$ cat src/rtl/opaque_region_bbox_scanner_top_defines.svh
// ----------------------------------------------------------------------------
// Assertion macros for the opaque region bounding-box scanner
// Concurrent checks that compile away when SYNTHESIS is defined.
// ----------------------------------------------------------------------------
`ifndef OPAQUE_REGION_BBOX_SCANNER_TOP_DEFINES_SVH
`define OPAQUE_REGION_BBOX_SCANNER_TOP_DEFINES_SVH

`ifndef SYNTHESIS
// Same-cycle implication, disabled while reset is asserted.
`define ORBS_ASSERT_IMP(label, clk, rstn, ante, cons, msg) \
  label: assert property (@(posedge clk) disable iff (!rstn) (ante) |-> (cons)) \
    else $error(msg);
// Next-cycle implication, disabled while reset is asserted.
`define ORBS_ASSERT_NXT(label, clk, rstn, ante, cons, msg) \
  label: assert property (@(posedge clk) disable iff (!rstn) (ante) |=> (cons)) \
    else $error(msg);
`else
`define ORBS_ASSERT_IMP(label, clk, rstn, ante, cons, msg)
`define ORBS_ASSERT_NXT(label, clk, rstn, ante, cons, msg)
`endif

`endif

$ cat src/rtl/orbs_pkg.sv
// ----------------------------------------------------------------------------
// orbs_pkg
// Shared types and constants of the opaque region bounding-box scanner.
// ----------------------------------------------------------------------------
`default_nettype none

package orbs_pkg;

  // Fixed field widths.
  localparam int unsigned ALPHA_W = 8;
  localparam int unsigned DIM_W   = 13;
  localparam int unsigned ROW_W   = 12;
  localparam int unsigned OUT_W   = 13;
  localparam int unsigned IDX_W   = 2;

  // Reset values of the configuration registers.
  localparam logic [DIM_W-1:0] DIM_RESET       = 13'd4096;
  localparam logic [ROW_W-1:0] START_ROW_RESET = 12'd0;

  // Configuration register indexes.
  typedef enum logic [IDX_W-1:0] {
    CFG_IMAGE_WIDTH  = 2'd0,
    CFG_IMAGE_HEIGHT = 2'd1,
    CFG_START_ROW    = 2'd2
  } cfg_reg_t;

  // One input pixel.
  typedef struct packed {
    logic [ALPHA_W-1:0] alpha;
    logic               covered;
  } pixel_t;

  // Configuration seen by the scan core, with a one-cycle restart pulse.
  typedef struct packed {
    logic [DIM_W-1:0] image_width;
    logic [DIM_W-1:0] image_height;
    logic [ROW_W-1:0] start_row;
    logic             restart;
  } cfg_t;

  // One result item.
  typedef struct packed {
    logic             found;
    logic [OUT_W-1:0] box_left;
    logic [OUT_W-1:0] box_top;
    logic [OUT_W-1:0] box_width;
    logic [OUT_W-1:0] box_height;
  } result_t;

endpackage

`default_nettype wire

$ cat src/rtl/opaque_region_bbox_scanner_top.sv
// ----------------------------------------------------------------------------
// opaque_region_bbox_scanner_top
// Streams pixels in raster order and reports the first opaque region's box.
// ----------------------------------------------------------------------------
// Usage:
//   Pixels enter on the in_ stream, one transfer per pixel, row by row from
//   the configured start row: in_tdata carries alpha, in_tuser the covered
//   flag. At most one result per frame leaves on the out_ stream, when the
//   first row that adds nothing to the box ends or when the frame ends.
//   The cfg_ channel writes image_width, image_height and start_row; every
//   write to one of them restarts the frame scan and is always accepted.
//   Result path: the pixel that ends the scan passes the input register,
//   then the result register, whose valid flag drives out_tvalid.
//   Throughput: one pixel per cycle while no result is stalled, set by the
//   combinational box update between the input and result registers.
//   Reset (synchronous, rst_n low) restores width and height 4096, start
//   row 0, and clears the scan state and the valid flags of both stream registers.
//   When the receiver stalls with a result pending, the core holds; the
//   input register takes at most one more pixel, then in_tready drops.
// ----------------------------------------------------------------------------
`default_nettype none
`include "opaque_region_bbox_scanner_top_defines.svh"

module opaque_region_bbox_scanner_top #(
  parameter int unsigned MAX_DIM = 4096
) (
  input  wire logic        clk,
  input  wire logic        rst_n,
  // Input stream
  input  wire logic        in_tvalid,
  output logic             in_tready,
  input  wire logic [7:0]  in_tdata,   // [7:0] alpha
  input  wire logic [0:0]  in_tuser,   // [0] covered
  // Result stream
  output logic             out_tvalid,
  input  wire logic        out_tready,
  output logic [55:0]      out_tdata,  // [12:0] box_left, [25:13] box_top,
                                       // [38:26] box_width, [51:39] box_height,
                                       // [55:52] zero
  output logic [0:0]       out_tuser,  // [0] found
  // Configuration write channel
  input  wire logic        cfg_valid,
  output logic             cfg_ready,
  input  wire logic [1:0]  cfg_index,
  input  wire logic [12:0] cfg_data
);

  orbs_pkg::cfg_t    cfg;
  orbs_pkg::pixel_t  in_pix;
  orbs_pkg::pixel_t  pix;
  orbs_pkg::result_t res;
  logic              pix_valid;
  logic              take;

  assign in_pix.alpha   = in_tdata;
  assign in_pix.covered = in_tuser[0];

  orbs_cfg_regs u_cfg (
    .clk       (clk),
    .rst_n     (rst_n),
    .cfg_valid (cfg_valid),
    .cfg_ready (cfg_ready),
    .cfg_index (cfg_index),
    .cfg_data  (cfg_data),
    .cfg       (cfg)
  );

  orbs_in_stage u_in (
    .clk       (clk),
    .rst_n     (rst_n),
    .in_tvalid (in_tvalid),
    .in_tready (in_tready),
    .in_pix    (in_pix),
    .take      (take),
    .pix_valid (pix_valid),
    .pix       (pix)
  );

  orbs_scan_core #(
    .MAX_DIM (MAX_DIM)
  ) u_core (
    .clk       (clk),
    .rst_n     (rst_n),
    .cfg       (cfg),
    .pix_valid (pix_valid),
    .pix       (pix),
    .take      (take),
    .res_valid (out_tvalid),
    .res_ready (out_tready),
    .res       (res)
  );

  // Pack the result fields, box_left in the lowest bits, zero padding on top.
  assign out_tdata = {4'b0000, res.box_height, res.box_width, res.box_top, res.box_left};
  assign out_tuser = res.found;

  // A result without a region carries an all-zero box.
  `ORBS_ASSERT_IMP(a_empty_box_zero, clk, rst_n, out_tvalid && !out_tuser[0],
                   out_tdata == '0, "result without region has nonzero box")
  // The input side only backs up when the input register is full.
  `ORBS_ASSERT_IMP(a_ready_when_empty, clk, rst_n, !pix_valid, in_tready,
                   "in_tready low with empty input register")
  // A stalled result blocks the core, so a full input register stops taking pixels.
  `ORBS_ASSERT_IMP(a_stall_backpressure, clk, rst_n, pix_valid && out_tvalid && !out_tready,
                   !in_tready && !take, "core advanced while result stalled")
  // A pixel taken into an empty input register is held there on the next cycle.
  `ORBS_ASSERT_NXT(a_pixel_held, clk, rst_n, in_tvalid && in_tready && !take, pix_valid,
                   "accepted pixel was lost")

endmodule

`default_nettype wire

$ cat src/rtl/orbs_cfg_regs.sv
// ----------------------------------------------------------------------------
// orbs_cfg_regs
// Configuration register file; a valid write to one of the three registers restarts the frame scan.
// ----------------------------------------------------------------------------
`default_nettype none

module orbs_cfg_regs (
  input  wire logic                       clk,
  input  wire logic                       rst_n,
  input  wire logic                       cfg_valid,
  output logic                            cfg_ready,
  input  wire logic [orbs_pkg::IDX_W-1:0] cfg_index,
  input  wire logic [orbs_pkg::DIM_W-1:0] cfg_data,
  output orbs_pkg::cfg_t                  cfg
);

  logic [orbs_pkg::DIM_W-1:0] width_r,   width_nxt;
  logic [orbs_pkg::DIM_W-1:0] height_r,  height_nxt;
  logic [orbs_pkg::ROW_W-1:0] start_r,   start_nxt;
  logic                       restart_r, restart_nxt;
  logic                       wr;

  // The user must issue writes only while the block is idle; the block does not enforce this. Writes are always taken.
  assign cfg_ready = 1'b1;
  assign wr        = cfg_valid && cfg_ready;

  // Decode the register index of a write transfer.
  always_comb begin
    width_nxt   = width_r;
    height_nxt  = height_r;
    start_nxt   = start_r;
    restart_nxt = 1'b0;
    if (wr) begin
      case (cfg_index)
        orbs_pkg::CFG_IMAGE_WIDTH: begin
          width_nxt   = cfg_data;
          restart_nxt = 1'b1;
        end
        orbs_pkg::CFG_IMAGE_HEIGHT: begin
          height_nxt  = cfg_data;
          restart_nxt = 1'b1;
        end
        orbs_pkg::CFG_START_ROW: begin
          start_nxt   = cfg_data[orbs_pkg::ROW_W-1:0];
          restart_nxt = 1'b1;
        end
        default: begin
          restart_nxt = 1'b0;
        end
      endcase
    end
  end

  always_ff @(posedge clk) begin
    if (!rst_n) begin
      width_r   <= orbs_pkg::DIM_RESET;
      height_r  <= orbs_pkg::DIM_RESET;
      start_r   <= orbs_pkg::START_ROW_RESET;
      restart_r <= 1'b0;
    end else begin
      width_r   <= width_nxt;
      height_r  <= height_nxt;
      start_r   <= start_nxt;
      restart_r <= restart_nxt;
    end
  end

  // The new value takes effect on the cycle after the write, together with
  // the restart pulse to the scan state.
  assign cfg.image_width  = width_r;
  assign cfg.image_height = height_r;
  assign cfg.start_row    = start_r;
  assign cfg.restart      = restart_r;

endmodule

`default_nettype wire

$ cat src/rtl/orbs_in_stage.sv
// ----------------------------------------------------------------------------
// orbs_in_stage
// Input register that decouples the pixel stream from the scan core.
// ----------------------------------------------------------------------------
`default_nettype none

module orbs_in_stage (
  input  wire logic             clk,
  input  wire logic             rst_n,
  input  wire logic             in_tvalid,
  output logic                  in_tready,
  input  wire orbs_pkg::pixel_t in_pix,
  input  wire logic             take,
  output logic                  pix_valid,
  output orbs_pkg::pixel_t      pix
);

  logic             valid_r, valid_nxt;
  orbs_pkg::pixel_t pix_r;
  logic             load;

  // Room for a new pixel whenever the register is empty or drains this cycle.
  assign in_tready = !valid_r || take;
  assign load      = in_tvalid && in_tready;

  always_comb begin
    valid_nxt = valid_r;
    if (load) begin
      valid_nxt = 1'b1;
    end else if (take) begin
      valid_nxt = 1'b0;
    end
  end

  always_ff @(posedge clk) begin
    if (!rst_n) begin
      valid_r <= 1'b0;
    end else begin
      valid_r <= valid_nxt;
    end
  end

  // Payload register needs no reset.
  always_ff @(posedge clk) begin
    if (load) begin
      pix_r <= in_pix;
    end
  end

  assign pix_valid = valid_r;
  assign pix       = pix_r;

endmodule

`default_nettype wire

$ cat src/rtl/orbs_scan_core.sv
// ----------------------------------------------------------------------------
// orbs_scan_core
// Per-pixel box growth logic with the scan state and the result register.
// ----------------------------------------------------------------------------
`default_nettype none

module orbs_scan_core #(
  parameter int unsigned MAX_DIM = 4096
) (
  input  wire logic             clk,
  input  wire logic             rst_n,
  input  wire orbs_pkg::cfg_t   cfg,
  input  wire logic             pix_valid,
  input  wire orbs_pkg::pixel_t pix,
  output logic                  take,
  output logic                  res_valid,
  input  wire logic             res_ready,
  output orbs_pkg::result_t     res
);

  // Coordinates wrap modulo 2**CW, twice the power of two at or above MAX_DIM.
  localparam int unsigned CW   = $clog2(MAX_DIM) + 1;
  localparam int unsigned CMPW = (CW + 1 > orbs_pkg::DIM_W) ? CW + 1 : orbs_pkg::DIM_W;
  localparam int unsigned DW   = (CW > orbs_pkg::OUT_W) ? CW : orbs_pkg::OUT_W;

  logic [CW-1:0] col_r,       col_nxt;
  logic [CW-1:0] row_r,       row_nxt;
  logic          started_r,   started_nxt;
  logic          in_run_r,    in_run_nxt;
  logic          touched_r,   touched_nxt;
  logic          stopped_r,   stopped_nxt;
  logic [CW-1:0] box_left_r,  box_left_nxt;
  logic [CW-1:0] box_right_r, box_right_nxt;
  logic [CW-1:0] box_top_r,   box_top_nxt;
  logic [CW-1:0] box_bot_r,   box_bot_nxt;
  logic [CW-1:0] run_left_r,  run_left_nxt;
  logic [CW-1:0] run_right_r, run_right_nxt;

  logic              res_valid_r, res_valid_nxt;
  orbs_pkg::result_t res_r, res_nxt;

  logic          solid;
  logic          row_end;
  logic          frame_end;
  logic          emit;
  logic [DW-1:0] diff_w;
  logic [DW-1:0] diff_h;

  // The core consumes a pixel whenever the result register can take a result.
  assign take = pix_valid && (!res_valid_r || res_ready);

  assign solid     = (pix.alpha != '0) && !pix.covered;
  assign row_end   = (CMPW'(col_r) + CMPW'(1)) >= CMPW'(cfg.image_width);
  assign frame_end = row_end && ((CMPW'(row_r) + CMPW'(1)) >= CMPW'(cfg.image_height));

  // Scan update for one pixel.
  always_comb begin
    col_nxt       = col_r;
    row_nxt       = row_r;
    started_nxt   = started_r;
    in_run_nxt    = in_run_r;
    touched_nxt   = touched_r;
    stopped_nxt   = stopped_r;
    box_left_nxt  = box_left_r;
    box_right_nxt = box_right_r;
    box_top_nxt   = box_top_r;
    box_bot_nxt   = box_bot_r;
    run_left_nxt  = run_left_r;
    run_right_nxt = run_right_r;
    emit          = 1'b0;

    if (!stopped_r) begin
      // Open the box on the first solid pixel, or open a new run.
      if (solid) begin
        if (started_r) begin
          if (!in_run_r) begin
            in_run_nxt    = 1'b1;
            run_left_nxt  = col_r;
            run_right_nxt = col_r;
          end
        end else begin
          started_nxt   = 1'b1;
          in_run_nxt    = 1'b1;
          touched_nxt   = 1'b1;
          box_left_nxt  = col_r;
          box_right_nxt = col_r;
          box_top_nxt   = row_r;
          box_bot_nxt   = row_r;
          run_left_nxt  = col_r;
          run_right_nxt = col_r;
        end
      end else if (in_run_r) begin
        in_run_nxt    = 1'b0;
        run_left_nxt  = '0;
        run_right_nxt = '0;
      end

      // A run that overlaps or touches the span widens it.
      if (in_run_nxt) begin
        run_right_nxt = col_r + CW'(1);
        if (!(run_right_nxt < box_left_nxt || run_left_nxt > box_right_nxt)) begin
          touched_nxt = 1'b1;
          if (run_left_nxt < box_left_nxt) begin
            box_left_nxt = run_left_nxt;
          end
          if (run_right_nxt > box_right_nxt) begin
            box_right_nxt = run_right_nxt;
          end
        end
      end

      // End of row: extend the bottom, or stop on a row that adds nothing.
      if (row_end) begin
        if (touched_nxt) begin
          box_bot_nxt = row_r + CW'(1);
        end
        if (started_nxt && !touched_nxt) begin
          stopped_nxt = 1'b1;
          emit        = 1'b1;
        end
        in_run_nxt    = 1'b0;
        touched_nxt   = 1'b0;
        run_left_nxt  = '0;
        run_right_nxt = '0;
      end

      if (frame_end) begin
        emit = 1'b1;
      end
    end

    // Result as seen after this pixel's update.
    diff_w = DW'(box_right_nxt) - DW'(box_left_nxt);
    diff_h = DW'(box_bot_nxt) - DW'(box_top_nxt);
    if (started_nxt) begin
      res_nxt.found      = 1'b1;
      res_nxt.box_left   = orbs_pkg::OUT_W'(box_left_nxt);
      res_nxt.box_top    = orbs_pkg::OUT_W'(box_top_nxt);
      res_nxt.box_width  = diff_w[orbs_pkg::OUT_W-1:0];
      res_nxt.box_height = diff_h[orbs_pkg::OUT_W-1:0];
    end else begin
      res_nxt = '0;
    end

    // Advance the position; the frame end rearms the scan.
    if (frame_end) begin
      col_nxt       = '0;
      row_nxt       = CW'(cfg.start_row);
      started_nxt   = 1'b0;
      in_run_nxt    = 1'b0;
      touched_nxt   = 1'b0;
      stopped_nxt   = 1'b0;
      box_left_nxt  = '0;
      box_right_nxt = '0;
      box_top_nxt   = '0;
      box_bot_nxt   = '0;
      run_left_nxt  = '0;
      run_right_nxt = '0;
    end else if (row_end) begin
      col_nxt = '0;
      row_nxt = row_r + CW'(1);
    end else begin
      col_nxt = col_r + CW'(1);
    end
  end

  // Scan state registers; a configuration write restarts the frame.
  always_ff @(posedge clk) begin
    if (!rst_n || cfg.restart) begin
      col_r       <= '0;
      row_r       <= rst_n ? CW'(cfg.start_row) : '0;
      started_r   <= 1'b0;
      in_run_r    <= 1'b0;
      touched_r   <= 1'b0;
      stopped_r   <= 1'b0;
      box_left_r  <= '0;
      box_right_r <= '0;
      box_top_r   <= '0;
      box_bot_r   <= '0;
      run_left_r  <= '0;
      run_right_r <= '0;
    end else if (take) begin
      col_r       <= col_nxt;
      row_r       <= row_nxt;
      started_r   <= started_nxt;
      in_run_r    <= in_run_nxt;
      touched_r   <= touched_nxt;
      stopped_r   <= stopped_nxt;
      box_left_r  <= box_left_nxt;
      box_right_r <= box_right_nxt;
      box_top_r   <= box_top_nxt;
      box_bot_r   <= box_bot_nxt;
      run_left_r  <= run_left_nxt;
      run_right_r <= run_right_nxt;
    end
  end

  // Result register valid flag.
  always_comb begin
    res_valid_nxt = res_valid_r;
    if (take) begin
      res_valid_nxt = emit;
    end else if (res_ready) begin
      res_valid_nxt = 1'b0;
    end
  end

  always_ff @(posedge clk) begin
    if (!rst_n) begin
      res_valid_r <= 1'b0;
    end else begin
      res_valid_r <= res_valid_nxt;
    end
  end

  always_ff @(posedge clk) begin
    if (take && emit) begin
      res_r <= res_nxt;
    end
  end

  assign res_valid = res_valid_r;
  assign res       = res_r;

endmodule

`default_nettype wire
$ cat config.mk
export PLATFORM = sky130hd
export DESIGN_NAME = opaque_region_bbox_scanner_top
export DESIGN_NICKNAME = d
export VERILOG_FILES = /design/src/rtl/orbs_pkg.sv /design/src/rtl/opaque_region_bbox_scanner_top.sv /design/src/rtl/orbs_cfg_regs.sv /design/src/rtl/orbs_in_stage.sv /design/src/rtl/orbs_scan_core.sv
export VERILOG_INCLUDE_DIRS = /design/src /design/src/rtl
export SDC_FILE = /design/constraint.sdc
export NUM_CORES = 1
export LEC_CHECK = 0
export CAP_MARGIN = 20
export CORE_MARGIN = 2
export CORE_UTILIZATION = 30
export CTS_BUF_LIST = sky130_fd_sc_hd__clkbuf_8
export DETAILED_ROUTE_END_ITERATION = 12
export DONT_BUFFER_PORTS = 1
export GPL_ROUTABILITY_DRIVEN = 0
export PLACE_DENSITY = 0.41
export SYNTH_ARGS = -nofsm -noshare
export SYNTH_HDL_FRONTEND = slang
export SYNTH_SLANG_ARGS = --single-unit
$ cat constraint.sdc
create_clock -name clk -period 8 [get_ports clk]
set_input_delay 0 -clock clk [delete_from_list [all_inputs] [get_ports clk]]
set_output_delay 0 -clock clk [all_outputs]
set_load 0.01 [all_outputs]
======== Word-level counts from Yosys, hierarchy flattened ========
Cells that the tools add are included.
word-level totals
  bits of input ports ..................... 29
  flip-flop bits (word level) ............. 198
  logic and storage cells ................. 137
  output and inout port bits .............. 60
operators by class
  eq/ne operators ......................... 3
  reductions and logical operators ........ 28
  order comparisons ....................... 6
  muxes and demuxes ....................... 70
  add/sub/neg operators ................... 6
operators by type and width
  kind                                                                    number
  13-bit 2-to-1 mux                                                       40
  53-bit 2-to-1 mux                                                       1
  13-bit by 1-bit adder with 14-bit output (second input constant)        2
  14-bit by 13-bit greater-or-equal comparator with 1-bit output          2
  1-bit 2-to-1 mux                                                        28
  13-bit by 1-bit adder with 13-bit output (second input constant)        2
  13-bit greater-than comparator                                          2
  13-bit < comparator                                                     2
  13-bit subtractor                                                       2
  12-bit 2-to-1 mux                                                       1
  2-bit AND reduction                                                     6
  8-bit nonzero test                                                      1
  1-bit logical AND                                                       6
  2-bit nonzero test                                                      3
  1-bit zero test                                                         5
  1-bit logical OR                                                        4
  3-bit nonzero test                                                      1
  3-bit OR reduction                                                      1
  2-bit by 1-bit equality test with 1-bit output (second input constant)  1
  2-bit equality test (second input constant)                             1
  2-bit zero test                                                         1
  2-bit inequality test (second input constant)                           1

======== Longest topological paths before layout ========
  word-level depth ........................ 16
  gate-level depth with buffers ........... 38
  depth with buffers taken out ............ 36

======== Modules after synthesis ========
From an unflattened synthesis, not the netlist that was laid out.
second synthesis, totals
  cell total of the unflattened synthesis .. 1416
  area total of the unflattened synthesis .. 12498.2 um2
by module, submodules not included
  module                          cells each  area an instance (um2)  instances  seq. area each (um2)
  orbs_scan_core                  1251        10667.7                 1          3643.5
  orbs_cfg_regs                   146         1468.9                  1          780.7
  orbs_in_stage                   14          327.8                   1          290.3
  opaque_region_bbox_scanner_top  5           33.8                    1          0.0

======== Least setup slack after synthesis ========
OpenSTA, ideal clock, no wires.
  path type ............................... reg-to-reg
  from .................................... register u_in.pix_r (netlist bit u_in.pix[7])
  to ...................................... register u_core.res_r (netlist bit u_core.res[25]) (data pin)
  data required time ...................... 7734 ps
  setup slack ............................. 1065 ps
  buffers on the path ..................... 5
  cell stages (with the launch flop) ...... 36
  arrival time ............................ 6669 ps
  setup time .............................. 266 ps
  clock period less this slack ............ 6935 ps
  cells stage by stage .................... edfxtp_1 > nor4_4 > a211oi_4 > buf_6 > buf_1 > clkbuf_1 > mux2i_1 > ha_1 > and4_1 > and2_1 > o21ai_0 > o311a_1 > o21a_1 > o21a_1 > nand2_1 > a211o_1 > buf_2 > buf_2 > nor2_1 > o31a_1 > ha_1 > nor2b_1 > o21ai_0 > a21boi_0 > o21ai_0 > nand2_1 > and2_1 > o21ai_0 > nand2b_1 > a21o_1 > a21o_1 > a21o_1 > a21oi_1 > xnor2_1 > xnor2_1 > nor2_1
between the ends
  longest elaborated chain between the ends .. 10
  elaborated cells on any way between the ends .. 27
  those cells by class .................... add/sub (1); order compare (4); mux (19); reduce/logical (3)
RTL lines
  what                                                          line                   source
  start: declaration                                            orbs_in_stage.sv:19    orbs_pkg::pixel_t pix_r;
  start signal: assignment                                      orbs_in_stage.sv:46    pix_r <= in_pix;
  8-bit nonzero test (*)                                        orbs_scan_core.sv:52   assign solid = (pix.alpha != '0) && !pix.covered;
  1-bit logical AND (*)                                         orbs_scan_core.sv:52
  13-bit 2-to-1 mux                                             orbs_scan_core.sv:74   if (solid) begin
  13-bit 2-to-1 mux                                             orbs_scan_core.sv:72   if (!stopped_r) begin
  13-bit greater-than comparator, or another cell as far along  orbs_scan_core.sv:106  if (run_right_nxt > box_right_nxt) begin
  13-bit 2-to-1 mux, or another cell as far along               orbs_scan_core.sv:106
  13-bit 2-to-1 mux                                             orbs_scan_core.sv:101  if (!(run_right_nxt < box_left_nxt || run_left_nxt > box_right_nxt)) begin
  13-bit 2-to-1 mux                                             orbs_scan_core.sv:99   if (in_run_nxt) begin
  13-bit 2-to-1 mux                                             orbs_scan_core.sv:72
  13-bit subtractor                                             orbs_scan_core.sv:133  diff_w = DW'(box_right_nxt) - DW'(box_left_nxt);
  end signal: assignment                                        orbs_scan_core.sv:218  res_r <= res_nxt;
  end: declaration                                              orbs_scan_core.sv:40   orbs_pkg::result_t res_r, res_nxt;
Every way passes the cells marked *; elsewhere a longest branch is shown, timed or not. The select of a mux whose other input is x is not followed.
A chain may end at the register's enable or synchronous reset.

======== Worst setup path in the final report ========
  from .................................... register u_in.pix_r (netlist bit u_in.pix[8])
  to ...................................... register u_core.res_r (netlist bit u_core.res[25]) (data pin)
The elaborated chain is that of the path after synthesis.

==> results.toml <==
[outcome]
status = "completed"

[detailed_routing]
wl_mm = 41.1
dr.pass1.iters = 5
drc_errors = 0
vias = 10100
vias_per_cell = 5.13
wl_per_cell_microns = 20.9
ant_nets = 0
drt-initial-drc-count = 693

[worst_hold_path]
min_path_type = "input pin to register"

[global_routing]
grt_usage_pct = 19.5
antenna_found_initial = 0
overflow = 0
grt_max_degree = 85
grt_pass1_vias = 10100
grt_pass1_wl_mm = 63.8

[critical_path]
max_stage_delay_ns = 0.67
r2r-start = "u_in.pix[8]"
cpMostUsedCell = "a21o_1"
slowest_stage = "a211oi_4"
rr_worst_depth = 34
critPathCapture = "u_core.res[25]"
crit_required_ns = 8.31
r2r_slack_ns = 0.59
cp_max_fo = 14
cp-startpoint = "u_in.pix[8]"
r2r-end = "u_core.res[25]"
crit_type = "register to register"
cp.depth = 34
critical-path-top-delay-family = "compound AO/OA/AOI/OAI gates"
crit_buf_inv = 3
end_kind = "register"
critPathArrivalTime_ns = 7.71
worstSetupStartpointType = "register"

[finish]
area_growth_pct = 12.6
final_layout_size_suffix_gt1_share_pct = 8.30
multi_input_area_sq_um = 7130
nFillCells = 4227
design_area_sq_um = 14000
fin_nets = 1544
n_antenna_cell = 0
mostFrequentLayoutCells = "166 x nand2_1, 143 x nor2_1, 121 x dfxtp_1"
final_common_cell = "nand2_1"
seqCellArea_sq_um = 4720

[pwr]
pwr_density_cell_nw_per_um2 = 177
p_leak_uw = 0.00557
irDropWorstVdd_uv = 117

[clock_network]
clkTransAtPathRegs_ns = 0.10
cts-root-buf = "clkbuf_8"
cts_tree = "built"
cts_sinks = 198
cts_setup_buffers = 0
cts_made_buffers = 17
clockBufferDepth = 2
worst_skew_pair.late_latency_ns = 0.58
cts_max_level = 4

[place]
place_ws_ns = 0.575
portBuffers = 0
placed_area_sq_um = 13000
hpwl_mm = 29.8

[yosys]
netlist_area_sq_um = 12400
yosysTopAreaCellShare_pct = 19.8
synth_flop_cell = "dfxtp_1"
synth_edf_count = 75
synthDistinctLibCells = 88
synth_cells = 1400
synth_area_leaders = "dfxtp_1 20%, edfxtp_1 18%, ha_1 9.4%"
yosys.area.top_type = "dfxtp_1"
synthArstFlopShare_pct = 0
yosys_register_bits = 198
postSynthAreaPerCell_sq_um = 8.87
synth_warnings = 0
yosysSeqAreaShare_pct = 38.0

[sta]
worstMarginPinSlew_ns = 1.03
hold_viol = 0
period_minus_slack_ns = 7.41
min_period_over_period_pct = 92.6
fin_ws_ns = 0.593
setup_viol = 0
grt_setup_unrepaired = "no"
maxSlewViolCount = 0
fmax_mhz = 135
clock_skew_ns = 0.0249
fin_tns_setup_ns = 0
max-slew-margin-rel_pct = 31.1

[floorplanning]
core_area_sq_um = 40800
die_h_microns = 207
initial_utilization_pct = 30.4
pin_count = 89
num_rows = 74
die_w_microns = 207
die_area_sq_um = 43000

[run]
drv_cap = 0
[synthesized netlist by cell type (all sizes together), types with 9 or more instances]
| master | number |
|---|---|
| a21boi | 35 |
| a21o | 40 |
| a21oi | 100 |
| a22oi | 31 |
| a32oi | 9 |
| and2 | 15 |
| and3 | 22 |
| buf | 22 |
| clkbuf | 69 |
| dfxtp | 123 |
| edfxtp | 75 |
| ha | 93 |
| inv | 58 |
| mux2i | 79 |
| nand2 | 168 |
| nand2b | 18 |
| nand3 | 52 |
| nand4 | 9 |
| nor2 | 145 |
| nor2b | 24 |
| nor3 | 17 |
| o21ai | 51 |
| xnor2 | 35 |
| xor2 | 16 |
[sequential cells by signal, indices dropped and copies added, names as in the netlist]
name                count
u_core.row_r           13
u_in.pix_valid          1
u_core.in_run_r         1
u_in.pix                9
u_core.res_valid        1
u_cfg.start_r          12
u_core.run_left_r      13
u_core.started_r        1
u_core.col_r           13
u_cfg.width_r          13
u_core.res             53
u_core.box_left_r      13
u_cfg.height_r         13
u_core.box_bot_r       13
u_core.box_top_r       13
u_cfg.restart_r         1
u_core.touched_r        1
u_core.box_right_r     13
u_core.stopped_r        1
[repair_timing]
| item | in CTS | in global routing |
|---|---|---|
| resized for setup | 0 | 6 |
| setup endpoints to repair | 0 | 1 |
| hold buffers | 52 | 0 |
| endpoints found under the hold margin | 96 | 0 |
[how the worst min path moves through the flow]
stage                      start                 to  slack [ns]  cells after the start
finish               in_tdata[7]        u_in.pix[8]        0.05                      1
global placement           rst_n  u_cfg.width_r[12]         0.1                      1
CTS                  in_tdata[7]        u_in.pix[8]       0.002                      1
floorplan           cfg_index[0]    u_cfg.restart_r        0.09                      1
detailed placement   in_tdata[4]        u_in.pix[5]         0.1                      0
global route         in_tdata[6]        u_in.pix[7]        0.01                      1
[where the power goes]
| group | leakage [uW] | switching [uW] | internal, uW | total [uW] |
|---|---|---|---|---|
| logic | 0.00366 | 347 | 258 | 606 |
| clock network | 0.000224 | 414 | 342 | 756 |
| registers | 0.00169 | 30.4 | 1090 | 1120 |
[metrics by stage]
stage               hold WS (ns)  instances  util (%)  total power [uW]
finish                    0.0505       1965      34.2              2480
global route              0.0127       1965      34.2              2620
CTS                      0.00209       1965      34.2              2520
detailed placement        0.0989       1881      31.8              1720
global placement          0.0980       1881      31.8              1720
floorplan                 0.0875       1403         -              1570
[routing by layer]
metal	GRT usage (%)	up-vias	wire, microns
li1	-	4958	-
met1	26.0	4876	19500
met2	31.8	197	19200
met3	4.21	43	1600
met4	5.84	0	766
met5	0	-	0
[worst register-to-register path, delay by kind of cell, from the launching register on]
kind	cells	cell delay, ns
fa+ha+maj	2	0.55
compound gates	17	3.75
simple gates	9	0.98
buf+inv	3	0.66
xor+xnor	2	0.29
flops	1	0.39
mux	1	0.51
[layout make-up]
| type | count | area share [%] |
|---|---|---|
| Clock buffer | 17 | 1.67 |
| Clock inverter | 15 | 1.42 |
| Inverter | 59 | 1.58 |
| Multi-Input combinational cell | 1055 | 51.0 |
| Sequential cell | 198 | 33.8 |
| Tap cell | 532 | 4.76 |
| Timing Repair Buffer | 89 | 5.78 |
[cell families (layout without fill, tap and decap cells)]
| family | after synthesis | count (layout) | share of synthesized area, % |
|---|---|---|---|
| other | 2 | 5 | 0.0605 |
| and+or+nand+nor | 495 | 495 | 18.5 |
| DFF | 198 | 198 | 38.0 |
| adders and majority gates | 99 | 99 | 10.0 |
| AOI/OAI and AO/OA | 321 | 321 | 17.4 |
| buffers and inverters | 150 | 180 | 4.97 |
| xor gates and xnor gates | 51 | 51 | 3.66 |
| muxes | 84 | 84 | 7.31 |
Note: power is estimated with default switching activity, not from simulation.
